**config.mk**
```make
export PLATFORM = sky130hd
export DESIGN_NAME = nmea_sentence_framer_core_flat
export DESIGN_NICKNAME = d
export VERILOG_FILES = /design/src/nsf_pkg.sv /design/src/nsf_ifs.sv /design/src/nmea_sentence_framer_core.sv /design/src/nsf_step.sv /design/src/flat_wrapper.sv
export VERILOG_INCLUDE_DIRS = /design/src /design/src/src
export SDC_FILE = /design/constraint.sdc
export NUM_CORES = 1
export LEC_CHECK = 0
export BUFFER_PORTS_ARGS = -buffer_cell sky130_fd_sc_hd__buf_4
export CORE_ASPECT_RATIO = 0.75
export CORE_UTILIZATION = 47
export CTS_CLUSTER_DIAMETER = 150
export DETAILED_ROUTE_END_ITERATION = 10
export HOLD_SLACK_MARGIN = 0.05
export PLACE_DENSITY = 0.67
export REMOVE_ABC_BUFFERS = 1
export SYNTH_ARGS = -nofsm -noshare
export SYNTH_HDL_FRONTEND = slang
export SYNTH_HIERARCHICAL = 1
export SYNTH_SLANG_ARGS = --single-unit
```
**constraint.sdc**
```tcl
create_clock -name clk -period 7.61 [get_ports clk]
set_input_delay 1.1415 -clock clk [delete_from_list [all_inputs] [get_ports clk]]
set_output_delay 1.1415 -clock clk [all_outputs]
set_load 0.05 [all_outputs]
```
**src/nmea_sentence_framer_core_macros.svh**
```systemverilog
// ---------------------------------------------------------------------------
// nmea sentence framer assertion macros
// shared concurrent assertion wrappers, clocked on clk, disabled in reset
// ---------------------------------------------------------------------------
`ifndef NMEA_SENTENCE_FRAMER_CORE_MACROS_SVH
`define NMEA_SENTENCE_FRAMER_CORE_MACROS_SVH

// property that must hold at every edge outside reset
`define NSF_ASSERT(lbl, prop, msg) \
    lbl: assert property (@(posedge clk) disable iff (!rst_n) (prop)) else $error(msg);

// consequent must hold in the cycle after the antecedent
`define NSF_ASSERT_NEXT(lbl, ante, cons, msg) \
    lbl: assert property (@(posedge clk) disable iff (!rst_n) (ante) |=> (cons)) \
        else $error(msg);

`endif

```
**src/nsf_pkg.sv**
```systemverilog
// ---------------------------------------------------------------------------
// nsf_pkg
// types, character codes and event codes of the nmea sentence framer
// ---------------------------------------------------------------------------
package nsf_pkg;

    localparam int MAX_PAYLOAD_DEF = 80;

    localparam logic [7:0] CH_DOLLAR = 8'h24;
    localparam logic [7:0] CH_STAR   = 8'h2A;
    localparam logic [7:0] CH_LF     = 8'h0A;
    localparam logic [7:0] CH_CR     = 8'h0D;

    localparam int FIELD_LAST = 2;

    typedef enum logic [3:0] {
        EV_NONE      = 4'd0,
        EV_PAYLOAD   = 4'd1,
        EV_START     = 4'd2,
        EV_OK        = 4'd3,
        EV_PREMATURE = 4'd4,
        EV_MISSING   = 4'd5,
        EV_TOO_LONG  = 4'd6,
        EV_BAD_SUM   = 4'd7,
        EV_BAD_FIELD = 4'd8
    } event_t;

    typedef enum logic [2:0] {
        MODE_SEEK  = 3'b001,
        MODE_BODY  = 3'b010,
        MODE_FIELD = 3'b100
    } mode_t;

    typedef struct packed {
        mode_t       mode;
        logic [6:0]  payload_count;
        logic [7:0]  xor_acc;
        logic [1:0]  field_char_count;
        logic [11:0] hex_value;
        logic [1:0]  hex_digits_seen;
        logic        hex_stopped;
    } state_t;

    typedef struct packed {
        event_t      event_res;
        logic [7:0]  payload_byte;
        logic [6:0]  sentence_length;
        logic [7:0]  computed_checksum;
        logic [11:0] received_checksum;
    } result_t;

    // bit 4 flags a hex digit, bits 3:0 carry its value
    function automatic logic [4:0] hex_nibble(input logic [7:0] c);
        logic [4:0] r;
        r = 5'd0;
        if (c >= 8'h30 && c <= 8'h39) begin
            r = {1'b1, 4'(c - 8'h30)};
        end else if (c >= 8'h41 && c <= 8'h46) begin
            r = {1'b1, 4'(c - 8'h37)};
        end else if (c >= 8'h61 && c <= 8'h66) begin
            r = {1'b1, 4'(c - 8'h57)};
        end
        return r;
    endfunction

endpackage

```
**src/nsf_ifs.sv**
```systemverilog
// ---------------------------------------------------------------------------
// nsf channel interfaces
// valid/ready channels for received characters and framer results
// ---------------------------------------------------------------------------
interface nsf_rx_if;
    logic       valid;
    logic       ready;
    logic [7:0] rx_byte;

    modport source (output valid, output rx_byte, input ready);
    modport sink (input valid, input rx_byte, output ready);
endinterface

interface nsf_res_if;
    logic        valid;
    logic        ready;
    logic [3:0]  event_res;
    logic [7:0]  payload_byte;
    logic [6:0]  sentence_length;
    logic [7:0]  computed_checksum;
    logic [11:0] received_checksum;

    modport source (output valid, output event_res, output payload_byte,
                    output sentence_length, output computed_checksum,
                    output received_checksum, input ready);
    modport sink (input valid, input event_res, input payload_byte,
                  input sentence_length, input computed_checksum,
                  input received_checksum, output ready);
endinterface

```
**src/nmea_sentence_framer_core.sv**
```systemverilog
// ---------------------------------------------------------------------------
// nmea_sentence_framer_core
// frames nmea 0183 sentences from a character stream and checks the checksum
// ---------------------------------------------------------------------------
//  channel  | dir | payload                                   | handshake
//  ---------+-----+-------------------------------------------+-------------
//  rx       | in  | rx_byte                                   | valid/ready
//  res      | out | event_res, payload_byte, sentence_length, | valid/ready
//           |     | computed_checksum, received_checksum      |
//  cfg      | in  | cfg_wdata (require_checksum)              | cfg_we
//
//  one beat per cycle while res accepts; rx beat goes input reg, then res reg
//  rate set by the combinational parser update between input and result regs
//  reset clears parser state and require_checksum, no clearing pass
//  a stalled res holds its beat; rx keeps accepting while the input reg drains
// ---------------------------------------------------------------------------
`include "nmea_sentence_framer_core_macros.svh"

module nmea_sentence_framer_core #(
    parameter int MAX_PAYLOAD = nsf_pkg::MAX_PAYLOAD_DEF
) (
    input  logic            clk,
    input  logic            rst_n,
    nsf_rx_if.sink          rx,
    nsf_res_if.source       res,
    input  logic            cfg_we,
    input  logic            cfg_wdata
);

    logic             in_valid_reg;
    logic [7:0]       in_byte_reg;
    logic             res_valid_reg;
    nsf_pkg::result_t res_reg;
    nsf_pkg::state_t  state_reg;
    nsf_pkg::state_t  state_next;
    nsf_pkg::result_t res_next;
    logic             req_sum_reg;
    logic             advance;

    assign advance  = in_valid_reg && (!res_valid_reg || res.ready);
    assign rx.ready = !in_valid_reg || advance;

    nsf_step #(
        .MAX_PAYLOAD (MAX_PAYLOAD)
    ) u_step (
        .cur              (state_reg),
        .c                (in_byte_reg),
        .require_checksum (req_sum_reg),
        .nxt              (state_next),
        .res              (res_next)
    );

    always_ff @(posedge clk or negedge rst_n)
    begin
        if (!rst_n) begin
            in_valid_reg  <= 1'b0;
            res_valid_reg <= 1'b0;
            req_sum_reg   <= 1'b0;
            state_reg     <= '{mode: nsf_pkg::MODE_SEEK, default: '0};
        end else begin
            if (cfg_we) begin
                req_sum_reg <= cfg_wdata;
            end
            if (rx.ready) begin
                in_valid_reg <= rx.valid;
            end
            if (advance) begin
                state_reg <= state_next;
            end
            if (advance) begin
                res_valid_reg <= 1'b1;
            end else if (res.ready) begin
                res_valid_reg <= 1'b0;
            end
        end
    end

    always_ff @(posedge clk)
    begin
        if (rx.ready && rx.valid) begin
            in_byte_reg <= rx.rx_byte;
        end
        if (advance) begin
            res_reg <= res_next;
        end
    end

    assign res.valid             = res_valid_reg;
    assign res.event_res         = res_reg.event_res;
    assign res.payload_byte      = res_reg.payload_byte;
    assign res.sentence_length   = res_reg.sentence_length;
    assign res.computed_checksum = res_reg.computed_checksum;
    assign res.received_checksum = res_reg.received_checksum;

    `NSF_ASSERT(a_count_bound, state_reg.payload_count <= 7'(MAX_PAYLOAD),
        "payload count above maximum")
    `NSF_ASSERT(a_pbyte_only_payload,
        !res_valid_reg || res_reg.event_res == nsf_pkg::EV_PAYLOAD || res_reg.payload_byte == 8'd0,
        "payload byte set on non-payload beat")
    `NSF_ASSERT(a_rsum_only_field,
        !res_valid_reg || res_reg.event_res == nsf_pkg::EV_OK
            || res_reg.event_res == nsf_pkg::EV_BAD_SUM || res_reg.received_checksum == 12'd0,
        "received checksum set on wrong event")
    `NSF_ASSERT_NEXT(a_dollar_restarts, advance && in_byte_reg == nsf_pkg::CH_DOLLAR,
        state_reg.mode == nsf_pkg::MODE_BODY && state_reg.payload_count == 7'd0,
        "start character did not restart sentence")
    `NSF_ASSERT_NEXT(a_stall_holds_result, res_valid_reg && !res.ready,
        res_valid_reg && $stable(res_reg),
        "stalled result changed")

endmodule

```
**src/nsf_step.sv**
```systemverilog
// ---------------------------------------------------------------------------
// nsf_step
// per-character framing update: next parser state and the result of one beat
// ---------------------------------------------------------------------------
module nsf_step #(
    parameter int MAX_PAYLOAD = nsf_pkg::MAX_PAYLOAD_DEF
) (
    input  nsf_pkg::state_t  cur,
    input  logic [7:0]       c,
    input  logic             require_checksum,
    output nsf_pkg::state_t  nxt,
    output nsf_pkg::result_t res
);

    logic [4:0] nib;
    logic       eol;
    logic [2:0] n;

    assign nib = nsf_pkg::hex_nibble(c);
    assign eol = (c == nsf_pkg::CH_LF) || (c == nsf_pkg::CH_CR);
    assign n   = {1'b0, cur.field_char_count} + 3'd1;

    always_comb
    begin
        nxt = cur;
        res = '0;
        res.event_res = nsf_pkg::EV_NONE;
        if (c == nsf_pkg::CH_DOLLAR) begin
            res.event_res = (cur.mode == nsf_pkg::MODE_BODY || cur.mode == nsf_pkg::MODE_FIELD)
                          ? nsf_pkg::EV_PREMATURE : nsf_pkg::EV_START;
            nxt.mode          = nsf_pkg::MODE_BODY;
            nxt.payload_count = 7'd0;
            nxt.xor_acc       = 8'd0;
        end else begin
            case (cur.mode)
                nsf_pkg::MODE_BODY:
                begin
                    if (c == nsf_pkg::CH_STAR) begin
                        nxt.mode             = nsf_pkg::MODE_FIELD;
                        nxt.field_char_count = 2'd0;
                        nxt.hex_value        = 12'd0;
                        nxt.hex_digits_seen  = 2'd0;
                        nxt.hex_stopped      = 1'b0;
                    end else if (eol) begin
                        res.event_res = require_checksum ? nsf_pkg::EV_MISSING
                                                         : nsf_pkg::EV_OK;
                        nxt.mode = nsf_pkg::MODE_SEEK;
                    end else if (cur.payload_count >= 7'(MAX_PAYLOAD)) begin
                        res.event_res = nsf_pkg::EV_TOO_LONG;
                        nxt.mode      = nsf_pkg::MODE_SEEK;
                    end else begin
                        nxt.payload_count = cur.payload_count + 7'd1;
                        nxt.xor_acc       = cur.xor_acc ^ c;
                        res.event_res     = nsf_pkg::EV_PAYLOAD;
                        res.payload_byte  = c;
                    end
                end
                nsf_pkg::MODE_FIELD:
                begin
                    if (!cur.hex_stopped && nib[4]) begin
                        nxt.hex_value       = {cur.hex_value[7:0], nib[3:0]};
                        nxt.hex_digits_seen = cur.hex_digits_seen + 2'd1;
                    end else begin
                        nxt.hex_stopped = 1'b1;
                    end
                    // field closes on its third character or at end of line
                    if (n > 3'(nsf_pkg::FIELD_LAST) || eol) begin
                        if (nxt.hex_digits_seen == 2'd0) begin
                            res.event_res = nsf_pkg::EV_BAD_FIELD;
                        end else begin
                            res.event_res = (nxt.hex_value == {4'h0, cur.xor_acc})
                                          ? nsf_pkg::EV_OK : nsf_pkg::EV_BAD_SUM;
                            res.received_checksum = nxt.hex_value;
                        end
                        nxt.mode             = nsf_pkg::MODE_SEEK;
                        nxt.field_char_count = 2'd0;
                    end else begin
                        nxt.field_char_count = n[1:0];
                    end
                end
                default:
                begin
                    nxt.mode = cur.mode;
                end
            endcase
        end
        res.sentence_length   = nxt.payload_count;
        res.computed_checksum = nxt.xor_acc;
    end

endmodule

```
**src/flat_wrapper.sv**
```systemverilog
// flat-port wrapper written by rule: the top's interface ports become plain ports
module nmea_sentence_framer_core_flat 
#(
    parameter int MAX_PAYLOAD = nsf_pkg::MAX_PAYLOAD_DEF
)
  (clk, rst_n, cfg_we, cfg_wdata, rx_valid, rx_rx_byte, rx_ready, res_valid, res_event_res, res_payload_byte, res_sentence_length, res_computed_checksum, res_received_checksum, res_ready);
  nsf_rx_if rx_i ();
  nsf_res_if res_i ();
  input  logic clk;
  input  logic rst_n;
  input  logic cfg_we;
  input  logic cfg_wdata;
  input wire logic [$bits(rx_i.valid)-1:0] rx_valid;
  input wire logic [$bits(rx_i.rx_byte)-1:0] rx_rx_byte;
  output wire logic [$bits(rx_i.ready)-1:0] rx_ready;
  output wire logic [$bits(res_i.valid)-1:0] res_valid;
  output wire logic [$bits(res_i.event_res)-1:0] res_event_res;
  output wire logic [$bits(res_i.payload_byte)-1:0] res_payload_byte;
  output wire logic [$bits(res_i.sentence_length)-1:0] res_sentence_length;
  output wire logic [$bits(res_i.computed_checksum)-1:0] res_computed_checksum;
  output wire logic [$bits(res_i.received_checksum)-1:0] res_received_checksum;
  input wire logic [$bits(res_i.ready)-1:0] res_ready;
  assign rx_i.valid = rx_valid;
  assign rx_i.rx_byte = rx_rx_byte;
  assign rx_ready = rx_i.ready;
  assign res_valid = res_i.valid;
  assign res_event_res = res_i.event_res;
  assign res_payload_byte = res_i.payload_byte;
  assign res_sentence_length = res_i.sentence_length;
  assign res_computed_checksum = res_i.computed_checksum;
  assign res_received_checksum = res_i.received_checksum;
  assign res_i.ready = res_ready;
  nmea_sentence_framer_core #(.MAX_PAYLOAD(MAX_PAYLOAD)) u_core (.clk(clk), .rst_n(rst_n), .rx(rx_i), .res(res_i), .cfg_we(cfg_we), .cfg_wdata(cfg_wdata));
endmodule
```
Yosys cells after proc, flatten, opt, wreduce, memory -nomap -nowiden
Cells that the tools add are included.
- word-level logic and storage cells: 103
- output and inout port bits: 41
- register bits: 85
- input bits: 14
- magnitude comparators: 8
- equal/unequal tests: 11
- bitwise operators: 5
- add/subtract/negate cells: 6
- reductions and logical operators: 23
- muxes and demuxes: 34
- operator list (operator ; number):
    $mux W15 ; 4
    $mux W14 ; 3
    $pmux W17 S2 ; 1
    $mux W3 ; 9
    $mux W18 ; 1
    $mux W17 ; 1
    $eq A8 B4 Y1 const B ; 2
    $eq A8 B6 Y1 const B ; 2
    $ge A8 B7 Y1 const B ; 2
    $le A8 B7 Y1 const B ; 2
    $mux W8 ; 2
    $mux W5 ; 3
    $eq A12 B8 Y1 ; 1
    $mux W4 ; 3
    $mux W11 ; 1
    $ge A8 B6 Y1 const B ; 1
    $le A8 B6 Y1 const B ; 1
    $pmux W4 S2 ; 1
    $reduce_and A4 Y1 ; 2
    $sub A4 B3 Y4 const B ; 2
    $xor A8 B8 Y8 ; 1
    $add A7 B1 Y7 const B ; 1
    $ge A7 B7 Y1 const B ; 1
    $logic_and A1 B1 Y1 ; 6
    22 further kinds ; 34

Depth between registers and ports, before layout
Gate-level depths: netlist (run 1).
- depth in word-level cells: 15
- gate-level depth with buffers: 11
- depth with buffers taken out: 9

By module
The synthesis (run 1) kept the hierarchy.
- modules (own cells, without submodules) (module ; instances ; sequential area each (µm²) ; area each (µm²) ; cells an instance):
    nmea_sentence_framer_core ; 1 ; 2363.5 ; 2966.6 ; 131
    nsf_step ; 1 ; 0.0 ; 1572.8 ; 244

Worst setup path before layout (run 1)
Ideal clock, no wire load.
- kind: input-to-output
- start: in res_ready
- end: out rx_ready
- path buffers: 0
- required time: 6.468 ns
- stages on the path: 1
- slack: 4.844 ns
- arrival time: 1.625 ns
- cell sequence: nand3b_1
- word-level cells in the longest chain between the ends: 3
- ends and longest elaborated chain (element ; RTL line ; RTL):
    from (decl) ; flat_wrapper.sv:22 ; input wire logic [$bits(res_i.ready)-1:0] res_ready;
    $logic_or A1 B1 Y1 ; nmea_sentence_framer_core.sv:40 ; assign advance = in_valid_reg && (!res_valid_reg || res.ready);
    $logic_and A1 B1 Y1 ; nmea_sentence_framer_core.sv:40 ;
    $logic_or A1 B1 Y1 ; nmea_sentence_framer_core.sv:41 ; assign rx.ready = !in_valid_reg || advance;
    to (decl) ; flat_wrapper.sv:15 ; output wire logic [$bits(rx_i.ready)-1:0] rx_ready;
Every way passes these cells.

==> impl.org, run 1 <==
** Clocking
- The clock net in this run drives a total of 85 sinks.
- The root buffer cell chosen for the clock tree is sky130_fd_sc_hd__clkbuf_16.
- # Post-CTS Setup Buffers :: 0
- Number of buffers on the longest clock path :: 2
- H-tree levels :: 3
- In this run, post-CTS repair resized a total of 0 instances.
- Clk Latency, worst-skew pair :: 0.34 ns
- Clock tree from TritonCTS :: built
- Post-CTS Hold Fix Bufs :: 0
- Number of buffers created by CTS :: 9
- Clk pin slew, worst setup/hold paths :: around 0.07 ns

** Global route
- The number of global-route vias before repair was roughly 3000.
- Entering global routing, the biggest net connects 40 pins.
- Initial antenna violation count :: 0
- Global routing finished with a remaining overflow of 0.
- For this run, the total global-route usage over all layers was measured as roughly a fifth.
- First-pass GRT wire length :: roughly 16 mm

** Synth
- After synthesis, the mean cell area works out to 12.10 um^2.
- In the synthesized netlist the dominant register cell turns out to be sky130_fd_sc_hd__edfxtp_1.
- Of the synthesized area, sequential elements account for between 50% and 60%.
- Yosys warnings :: 6
- Synth Cell Area :: 0.004539 mm^2
- In the synthesized netlist, the number of instances is 375.
- After synthesis, the cell types taking the most area are sky130_fd_sc_hd__edfxtp_1 31%, sky130_fd_sc_hd__dfrtp_1 20%, sky130_fd_sc_hd__mux2_4 9.6%.
- In this run, synthesis inferred 47 flip-flops with an integrated enable.
- Fraction of registers with async set or reset after synthesis :: between 40 and 50%
- Share of the synthesized area in the top cell type :: between 30% and 40%
- Summed over all instances, the cell type with the most area after synthesis is sky130_fd_sc_hd__edfxtp_1.
- FF+latch count, synth :: 85
- Synthesis instantiated between 50 and 60 different standard cells from the library.

** Worst setup path
- Traced cell by cell, the critical path runs through inv_1 -> ha_1 -> nor3b_1 -> nor4_4 -> nor2_2 -> mux2i_1 -> nor2_1 -> nor4_2 -> a31oi_1.
- For this design, the slowest cell found on the critical path is sky130_fd_sc_hd__edfxtp_1.
- STA classifies the critical path endpoint as a register.
- The worst setup path is launched from a register.
- Broken down by cell family, the worst path's largest delay share belongs to simple AND/OR/NAND/NOR gates.
- At the worst endpoint, the required time is approximately 7.7 ns.
- Data on the critical path arrives at its endpoint at around 3.1 ns.
- In this run the worst path has a maximum fanout of 10.
- Critical path's largest stage delay :: roughly 0.53 ns
- The worst setup path is of the register to register kind.
- Crit path buf inv count :: 1

** Place
- Port-buffer cells :: 54
- Once placement finished, the instance area stood at 0.004921 mm^2.
- Prior to clock tree synthesis, the placed netlist has a worst setup slack of between 4 and 5 ns.
- GPL Wtd Cong :: between 0.8 and 0.9
- DP Wirelength :: approximately 6.5 mm

** Drt
- Total routed wirelength :: 9.647 mm
- The first routing iteration left about 320 violations.
- Post-detailed-route DRC marker count :: 0
- Total via count in the routed design :: about 3000
- Dividing the detail-routed wire length by the instance count gives approximately 18 um.
- Via density per instance :: around 5.5
- Once detail routing completed, the nets flagged for antenna violations numbered 0.
- For this run, the detailed router's first-pass iteration total came to 4.

** Power
- Final total power :: 1.327 mW
- Power per unit of standard cell area :: ~260 mW/mm^2
- Leakage Power :: ~2.2 nW
- The internal power of the cells totals 0.8987 mW.
- Net switching is between 30% and 40% of the power.
- Largest vdd supply drop :: approximately 0.00014 V
- Register share of total power :: between 40 and 50%
- Of the total power, the clock network draws 30.7%.
- Net switching power :: ~0.43 mW
- Power share of the combinational group :: a little under a quarter

** Floorplanning
- Die Wd :: 115.5 um
- Once the floorplan was initialized, standard cells occupied a little under 50% of the core.
- Die outline height :: about 87 um
- Core outline area :: 0.009196 mm^2
- The die covers 0.01006 mm^2.
- Ports :: 55
- Floorplan row count :: 30

** STA
- On the final layout, the worst clock skew is approximately 0.0078 ns.
- The number of pins with negative max-slew slack in the final report was 0.
- # setup viols final :: 0
- Tmin final :: 3.049 ns
- Setup Total Neg Slack :: 0 ns
- Of the available clock period, the critical path in the final layout requires approximately 40%.
- Setup repair after global routing left no endpoint under its margin.
- Headroom to the max-slew limit :: between 50% and 60%
- Timing would allow up to around 330 MHz.
- Worst-case setup margin in the final layout :: 4.561 ns
- Fin. Hold Viols :: 0
- Measured slew at the worst slew-check pin :: between 0.6 and 0.7 ns

** Outcome
- Run status :: finished clean

** Min path
- The tightest min-delay check is of the register to register type.

** Finish
- Ratio of cells with drive above 1 in the final layout :: 30.48%
- 0 antenna diodes ended up in the layout.
- After the last flow step, the layout net total stands at around 440.
- Compared with the post-synthesis result, the final layout area differs by 14.50%.
- Multi-input gate area in the final layout :: around 0.0019 mm^2
- Final Cell Area :: 0.005197 mm^2
- Counting the fill cells in the layout gives 770.
- Registers take approximately 0.0024 mm^2.
- Number of flip-flops in the largest register :: 35

** Run
- Across the run, the number of max-cap violations was 0.
## per-layer routing
layer | share of wire, % | routed length (um) | vias up | GRT usage, %
met3 | 6.2 | 598 | 8 | 4.662
met4 | 0.98 | 95 | 0 | 7.438
met2 | 43 | 4166 | 107 | 29.99
met5 | 0 | 0 | - | 0
li1 | - | - | 1409 | -
met1 | 50 | 4788 | 1502 | 31.50
## through the flow
stage	utilization, %	hold WS, ns	cells
after global placement	53.51	0.5273	532
after global routing	56.52	0.5612	548
final	56.52	0.5476	548
after detailed placement	53.51	0.5208	532
after floorplan	-	0.4978	348
after CTS	56.52	0.5451	548
## kinds of logic after synthesis
family                   after synthesis  synth area share [%]
AO/OA/AOI/OAI                         63                 9.510
XOR/XNOR                              18                 3.473
adder cells (fa/ha/maj)                9                 2.481
buffers and inverters                 43                 5.705
flip-flops                            85                 52.07
multiplexers                          43                 12.95
AND/OR/NAND/NOR                      114                 13.81
## Yosys cell counts, types with 2 or more instances
cell / n
sky130_fd_sc_hd__edfxtp_1: 47
sky130_fd_sc_hd__mux2_4: 29
sky130_fd_sc_hd__nor4_1: 3
sky130_fd_sc_hd__nand4_1: 3
sky130_fd_sc_hd__nor3b_1: 4
sky130_fd_sc_hd__a221oi_1: 4
sky130_fd_sc_hd__and2_1: 4
sky130_fd_sc_hd__buf_6: 5
sky130_fd_sc_hd__a22o_1: 9
sky130_fd_sc_hd__nor2_1: 36
sky130_fd_sc_hd__mux2i_1: 4
sky130_fd_sc_hd__inv_1: 16
sky130_fd_sc_hd__mux2_2: 10
sky130_fd_sc_hd__xnor2_1: 12
sky130_fd_sc_hd__nand2_4: 2
sky130_fd_sc_hd__ha_1: 9
sky130_fd_sc_hd__and3_1: 8
sky130_fd_sc_hd__a211oi_2: 2
sky130_fd_sc_hd__clkbuf_1: 4
sky130_fd_sc_hd__buf_4: 15
sky130_fd_sc_hd__a21oi_1: 15
sky130_fd_sc_hd__nand2b_1: 7
sky130_fd_sc_hd__o21ai_0: 17
sky130_fd_sc_hd__nor3_1: 2
sky130_fd_sc_hd__nand3_1: 4
sky130_fd_sc_hd__o22ai_1: 2
sky130_fd_sc_hd__buf_2: 3
sky130_fd_sc_hd__xor2_1: 6
sky130_fd_sc_hd__dfrtp_1: 37
sky130_fd_sc_hd__nor2_2: 2
sky130_fd_sc_hd__nand2_1: 26
## final timing paths
path                       slack (ns)  depth (start not counted)                   from                 endpoint
setup reg to reg                 4.56                          9  u_core/in_byte_reg[0]  u_core/res.event_res[2]
setup / recovery                 4.56                          9  u_core/in_byte_reg[0]  u_core/res.event_res[2]
hold / removal                   0.55                          1   u_core/state_reg[16]     u_core/state_reg[16]
max in group asynchronous        6.46                          1                  rst_n     u_core/state_reg[32]
min in group asynchronous        0.77                          1                  rst_n      u_core/state_reg[0]
hold reg to reg                  0.55                          1   u_core/state_reg[16]     u_core/state_reg[16]
## power by group through the flow
stage          Combinational, mW  Clock (mW)  Sequential, mW
3_5_place_dp               0.315           0           0.609
2_1_floorplan              0.176           0           0.656
6_report                   0.318       0.408           0.601
3_3_place_gp               0.309           0           0.607
5_1_grt                    0.343       0.438           0.607
4_1_cts                    0.317       0.416           0.600
## placed cells by master, fill, tap and decap left out, types with 3 or more instances in the layout
| cell | n |
|---|---|
| sky130_fd_sc_hd__buf_4 | 56 |
| sky130_fd_sc_hd__edfxtp_1 | 47 |
| sky130_fd_sc_hd__dfrtp_1 | 37 |
| sky130_fd_sc_hd__nor2_1 | 36 |
| sky130_fd_sc_hd__mux2_4 | 29 |
| sky130_fd_sc_hd__nand2_1 | 26 |
| sky130_fd_sc_hd__o21ai_0 | 17 |
| sky130_fd_sc_hd__inv_1 | 16 |
| sky130_fd_sc_hd__a21oi_1 | 15 |
| sky130_fd_sc_hd__xnor2_1 | 12 |
| sky130_fd_sc_hd__mux2_2 | 10 |
| sky130_fd_sc_hd__clkbuf_16 | 9 |
| sky130_fd_sc_hd__a22o_1 | 9 |
| sky130_fd_sc_hd__ha_1 | 9 |
| sky130_fd_sc_hd__and3_1 | 8 |
| sky130_fd_sc_hd__nand2b_1 | 7 |
| sky130_fd_sc_hd__xor2_1 | 6 |
| sky130_fd_sc_hd__clkinvlp_4 | 4 |
| sky130_fd_sc_hd__and2_1 | 4 |
| sky130_fd_sc_hd__nor3b_1 | 4 |
| sky130_fd_sc_hd__nand3_1 | 4 |
| sky130_fd_sc_hd__mux2i_1 | 4 |
| sky130_fd_sc_hd__a221oi_1 | 4 |
| sky130_fd_sc_hd__nand4_1 | 3 |
| sky130_fd_sc_hd__nor4_1 | 3 |
## layout make-up
cell class	instances	area share, %
well taps	128	3.081
inverters	16	1.156
flip-flops and latches	85	45.47
repair buffers	56	8.089
multi-input cells	247	36.88
clock buffers	10	4.405
clock inverters	6	0.9148
## worst register-to-register path, delay by kind of cell (launching register included)
kind / cells / cell delay (ns)
AOI/OAI and AO/OA: 1 / 0.11
adders and majority gates: 1 / 0.20
buffers and inverters: 1 / 0.17
DFF: 1 / 0.53
muxes: 1 / 0.38
and+or+nand+nor: 5 / 1.41
Note: power is estimated with default switching activity, not from simulation.
==> run 2, diff against run 1 <==
Settings changed: ABC_AREA set to 1, PLACE_DENSITY 0.67 to 0.69.
Clock period 7.61 ns to 2.5 ns, I/O delays scaled along.
==> impl.org, run 2 <==
** Power
- The clock network fraction of total power came to 27.1% (was 30.7%).
- The internal power is 3.243 mW (was 0.8987 mW).
- Net switching power :: 2.063 mW (was 0.4284 mW)
- The leakage component of the power was 2.494 nW (was 2.218 nW).
- Net switching share of the total power :: 38.89% (was 32.28%)
- Power share of the combinational group :: 35.6% (was 24.0%)
- The sequential share of power came to 37.3% (was 45.3%).
- Power per unit of standard cell area :: 964.3 mW/mm^2 (was 255.3 mW/mm^2)
- Largest vdd supply drop :: 0.0004064 V (was 0.0001364 V)
- The total design power was 5.306 mW (was 1.327 mW).

** Place
- GPL Wtd Cong :: 0.8654 (was 0.8970)
- The HPWL reported at the end of detailed placement came to 7.617 mm (was 6.529 mm).
- Port-buffer cells :: 54 (unchanged)
- Cell area reported after detailed placement :: 0.005091 mm^2 (was 0.004921 mm^2)
- The instance count after placement with tap cells included came to 708 (was 532).

** STA
- Setup repair after global routing missed its margin :: yes (was no)
- Post-route clock period utilization :: 92.67% (was 40.07%)
- Headroom to the max-slew limit :: 48.39% (was 53.92%)
- Measured slew at the worst slew-check pin :: 0.7734 ns (was 0.6913 ns)
- # setup viols final :: 0 (unchanged)
- Clock skew after layout :: 0.01035 ns (was 0.007805 ns)
- The shortest clock period the worst path allows after layout is 2.317 ns (was 3.049 ns).
- Max Freq :: 431.6 MHz (was 328.0 MHz)
- Fin. Hold Viols :: 0 (unchanged)
- The number of pins with negative max-slew slack in the final report was 0 (unchanged).

** Clocking
- Clock tree from TritonCTS :: built (unchanged)
- The buffer cell driving the clock tree root was sky130_fd_sc_hd__clkbuf_16 (unchanged).
- The number of CTS-inserted buffers was 9 (unchanged).
- The level count of the clock H-tree is 3 (unchanged).
- The maximum root-to-sink buffer count came to 2 (unchanged).
- The later-pin clock latency in the skew report is 0.35 ns (was 0.34 ns).
- The clock-pin slew reported for the worst setup and hold paths after clock tree synthesis came to 0.06 ns (was 0.07 ns).
- Clock sink count :: 85 (unchanged)

** Worst setup path
- The critical path arrival came to 2.56 ns (was 3.14 ns).
- The setup slack of the worst register-to-register path is 0.18 ns (was 4.56 ns).
- Critical Path Fanout Max :: 9 (was 10)
- The endpoint of the lowest-slack register-to-register path was u_core/state_reg[28] (was u_core/res.event_res[2]).
- The critical path startpoint category is a register (unchanged).
- The kind of critical path was register to register (unchanged).
- Category of the worst setup path capture point :: register (unchanged)
- Worst reg2reg startpoint :: u_core/in_byte_reg[0] (unchanged)
- The required arrival time at the worst endpoint was 2.74 ns (was 7.70 ns).
- The count of cells along the worst register-to-register path was 14 (was 9).

** Floorplanning
- The horizontal extent of the die came to 117.2 um (was 115.5 um).
- The area of the die was 0.01037 mm^2 (was 0.01006 mm^2).
- The overall die height is 88.43 um (was 87.11 um).
- The number of top-level pins came to 55 (unchanged).
- Floorplan row count :: 31 (was 30)
- The placeable core region is 0.009658 mm^2 (was 0.009196 mm^2).
- Initial core utilization :: 48.46% (was 49.36%)

** Global route
- Gr usage total :: 23.05% (was 21.10%)
- Number of global-route vias before repair :: 3598 (was 2964)
- The fraction of met2 tracks used by global routing was 36.26% (was 29.99%).
- Initial antenna violation count :: 0 (unchanged)
- The largest net degree at the start of global routing came to 39 (was 40).
- Met1 Use GR :: 31.10% (was 31.50%)
- Most Crowded Layer GR :: met2 (was met1)
- The global routing met3 resource utilization came to 5.411% (was 4.662%).
- The global-route wire length before repair came to 17.74 mm (was 15.81 mm).
- The remaining global-route overflow came to 0 (unchanged).

** Min path
- The hold path startpoint is rx_rx_byte[4] (was u_core/state_reg[16]).
- Number of stages on the worst hold path :: 1 (unchanged)
- The worst-case hold path end point is u_core/in_byte_reg[4] (was u_core/state_reg[16]).
- The type of the worst min-delay path is input port to register (was register to register).

** Finish
- The fraction of layout cells with a size suffix above 1 was 23.41% (was 30.48%).
- Number of flip-flops in the largest register :: 35 (unchanged)
- Growth of design area from synthesis to finish :: 17.56% (was 14.50%)
- The post-layout instance area came to 0.005503 mm^2 (was 0.005197 mm^2).
- Leading cell types in the layout, fill and taps excluded: 141 x sky130_fd_sc_hd__nand2_1, 81 x sky130_fd_sc_hd__nand3_1, 72 x sky130_fd_sc_hd__buf_4 (was 56 x sky130_fd_sc_hd__buf_4, 47 x sky130_fd_sc_hd__edfxtp_1, 37 x sky130_fd_sc_hd__dfrtp_1).
- The final non-filler cell total was 730 (was 548).
- Count of fill cells added during filler insertion :: 856 (was 770)
- Antenna cells :: 0 (unchanged)
- The number of nets in the layout was 616 (was 438).
- The commonest non-fill, non-tap cell in the layout is sky130_fd_sc_hd__nand2_1 (was sky130_fd_sc_hd__buf_4).

** Drt
- Total via count in the routed design :: 3910 (was 3026)
- Via density per instance :: 5.356 (was 5.522)
- Number of search-and-repair iterations in the first detailed-routing pass :: 5 (was 4)
- The residual antenna-violating net count after detailed routing came to 0 (unchanged).
- The routed wire length is 11.13 mm (was 9.647 mm).
- Post-detailed-route DRC marker count :: 0 (unchanged)
- Initial detailed-routing violation count :: 275 (was 324)
- Per-cell routed wire length :: 15.24 um (was 17.60 um)

** Synth
- Sequential cell area fraction in the yosys report :: 50.49% (was 52.07%)
- The count of synthesis-stage warnings from yosys was 6 (unchanged).
- The most used standard cell by instance count after synthesis is sky130_fd_sc_hd__nand2_1 (was sky130_fd_sc_hd__edfxtp_1).
- Fraction of registers with async set or reset after synthesis :: 44.71% (unchanged)
- FF+latch count, synth :: 85 (unchanged)
- The number of library cell types mapped by synthesis is 37 (was 59).
- The multiplexer share of the synthesized area is 0% (was 12.95%).
- Average footprint of a synthesized cell :: 8.620 um^2 (was 12.10 um^2)
- The library cell with the largest summed area after synthesis is sky130_fd_sc_hd__edfxtp_1 (unchanged).
- Area fraction in and, or, nand and nor cells after synthesis :: 29.86% (was 13.81%)
- Combinational family with the most area after synthesis :: simple AND/OR/NAND/NOR gates (unchanged)
- The number of synthesized flops with an enable pin was 47 (unchanged).
- The netlist area before placement was 0.004681 mm^2 (was 0.004539 mm^2).
- The area fraction in compound gates after synthesis is 6.228% (was 9.509%).
- The share of the synthesized area in the top cell type is 30.15% (was 31.09%).
- Ranking of synthesized cells by area :: sky130_fd_sc_hd__edfxtp_1 30%, sky130_fd_sc_hd__dfrtp_1 20%, sky130_fd_sc_hd__nand2_1 11% (was sky130_fd_sc_hd__edfxtp_1 31%, sky130_fd_sc_hd__dfrtp_1 20%, sky130_fd_sc_hd__mux2_4 9.6%)
- The arithmetic-cell share of the synthesized area counting full adders, half adders and majority gates came to 2.406% (was 2.481%).
- The share of the synthesized netlist area taken by xor and xnor gates came to 0.6950% (was 3.473%).
- Leading post-synthesis cells by instance count: 141 x sky130_fd_sc_hd__nand2_1, 81 x sky130_fd_sc_hd__nand3_1, 51 x sky130_fd_sc_hd__inv_1 (was 47 x sky130_fd_sc_hd__edfxtp_1, 37 x sky130_fd_sc_hd__dfrtp_1, 36 x sky130_fd_sc_hd__nor2_1).
- The number of instances in the synthesized netlist is 543 (was 375).
- Predominant post-synthesis flop cell :: sky130_fd_sc_hd__edfxtp_1 (unchanged)

** Run
- The number of max-cap violations came to 0 (unchanged).

** Outcome
- Run status :: finished clean (unchanged)
## run 2: power by group through the flow
stage               registers, mW  logic, mW  clock network (mW)
global placement             1.99       1.78                   0
global route                 2.00       2.06                1.53
detailed placement           2.00       1.83                   0
floorplan                    2.32      0.956                   0
finish                       1.98       1.89                1.44
CTS                          1.98       1.85                1.47
## run 2: final cells by class
cell class / count / area (um^2) / share of cell area [%]
timing repair buffer: 74 / 561.8 / 10.21
clock buffer: 9 / 225.2 / 4.093
inverter: 58 / 217.7 / 3.956
tap: 132 / 165.2 / 3.001
multi-input combinational: 365 / 1869 / 33.97
clock inverter: 7 / 100.1 / 1.819
sequential: 85 / 2364 / 42.95
## run 2: worst max-delay path by stage
| stage | from | end | slack [ns] |
|---|---|---|---|
| floorplan | u_core/in_valid_reg | u_core/res.computed_checksum[0] | 0.07 |
| CTS | u_core/in_byte_reg[0] | u_core/state_reg[20] | 0.05 |
| global placement | u_core/in_byte_reg[0] | u_core/res.event_res[2] | 0.07 |
| detailed placement | u_core/in_byte_reg[0] | u_core/state_reg[11] | -0.13 |
| finish | u_core/in_byte_reg[0] | u_core/state_reg[28] | 0.18 |
| global route | u_core/in_byte_reg[1] | u_core/state_reg[25] | -0.005 |
## run 2: cells by family after synthesis
| family | after synthesis |
|---|---|
| AND/OR/NAND/NOR | 301 |
| flip-flops | 85 |
| adder cells (fa/ha/maj) | 9 |
| XOR/XNOR | 2 |
| buffers and inverters | 93 |
| AO/OA/AOI/OAI | 53 |
## run 2: worst max-delay path: stages, from the launching register on
cell and delay (ns):
sky130_fd_sc_hd__edfxtp_1 0.42, sky130_fd_sc_hd__inv_2 0.09, sky130_fd_sc_hd__ha_1 0.21, sky130_fd_sc_hd__nand3_1 0.12, sky130_fd_sc_hd__nand2_1 0.06, sky130_fd_sc_hd__and3_1 0.19
sky130_fd_sc_hd__nor2_1 0.14, sky130_fd_sc_hd__inv_2 0.07, sky130_fd_sc_hd__nor2_4 0.20, sky130_fd_sc_hd__inv_2 0.16, sky130_fd_sc_hd__buf_4 0.19, sky130_fd_sc_hd__nor3_1 0.13
sky130_fd_sc_hd__nor3_1 0.08, sky130_fd_sc_hd__nand3_1 0.08, sky130_fd_sc_hd__nand2_1 0.06
## run 2: metal layers
| layer | share of wire (%) | up-vias | routed length [um] |
|---|---|---|---|
| met3 | 7.4 | 12 | 818 |
| met5 | 0 | - | 0 |
| met1 | 45 | 1870 | 5020 |
| li1 | - | 1869 | - |
| met4 | 1.5 | 0 | 166 |
| met2 | 46 | 159 | 5120 |
## run 2: timing repair
action | CTS | global route
gates resized for setup | 2 | 8
hold endpoints to repair | 37 | 0
hold buffers | 1 | 0
pin swaps | 0 | 0
setup endpoints to repair | 30 | 34
buffers inserted | 0 | 5
## run 2: through the flow
step | hold WS (ns) | setup TNS (ns) | utilization, % | setup slack (ns)
floorplan | 0.07941 | 0 | - | 0.06857
global placement | 0.3881 | 0 | 52.71 | 0.06909
detailed placement | 0.3894 | -0.8145 | 52.71 | -0.1293
CTS | 0.1933 | 0 | 56.30 | 0.04579
global route | 0.1912 | -0.005172 | 56.98 | -0.005172
finish | 0.2024 | 0 | 56.98 | 0.1832
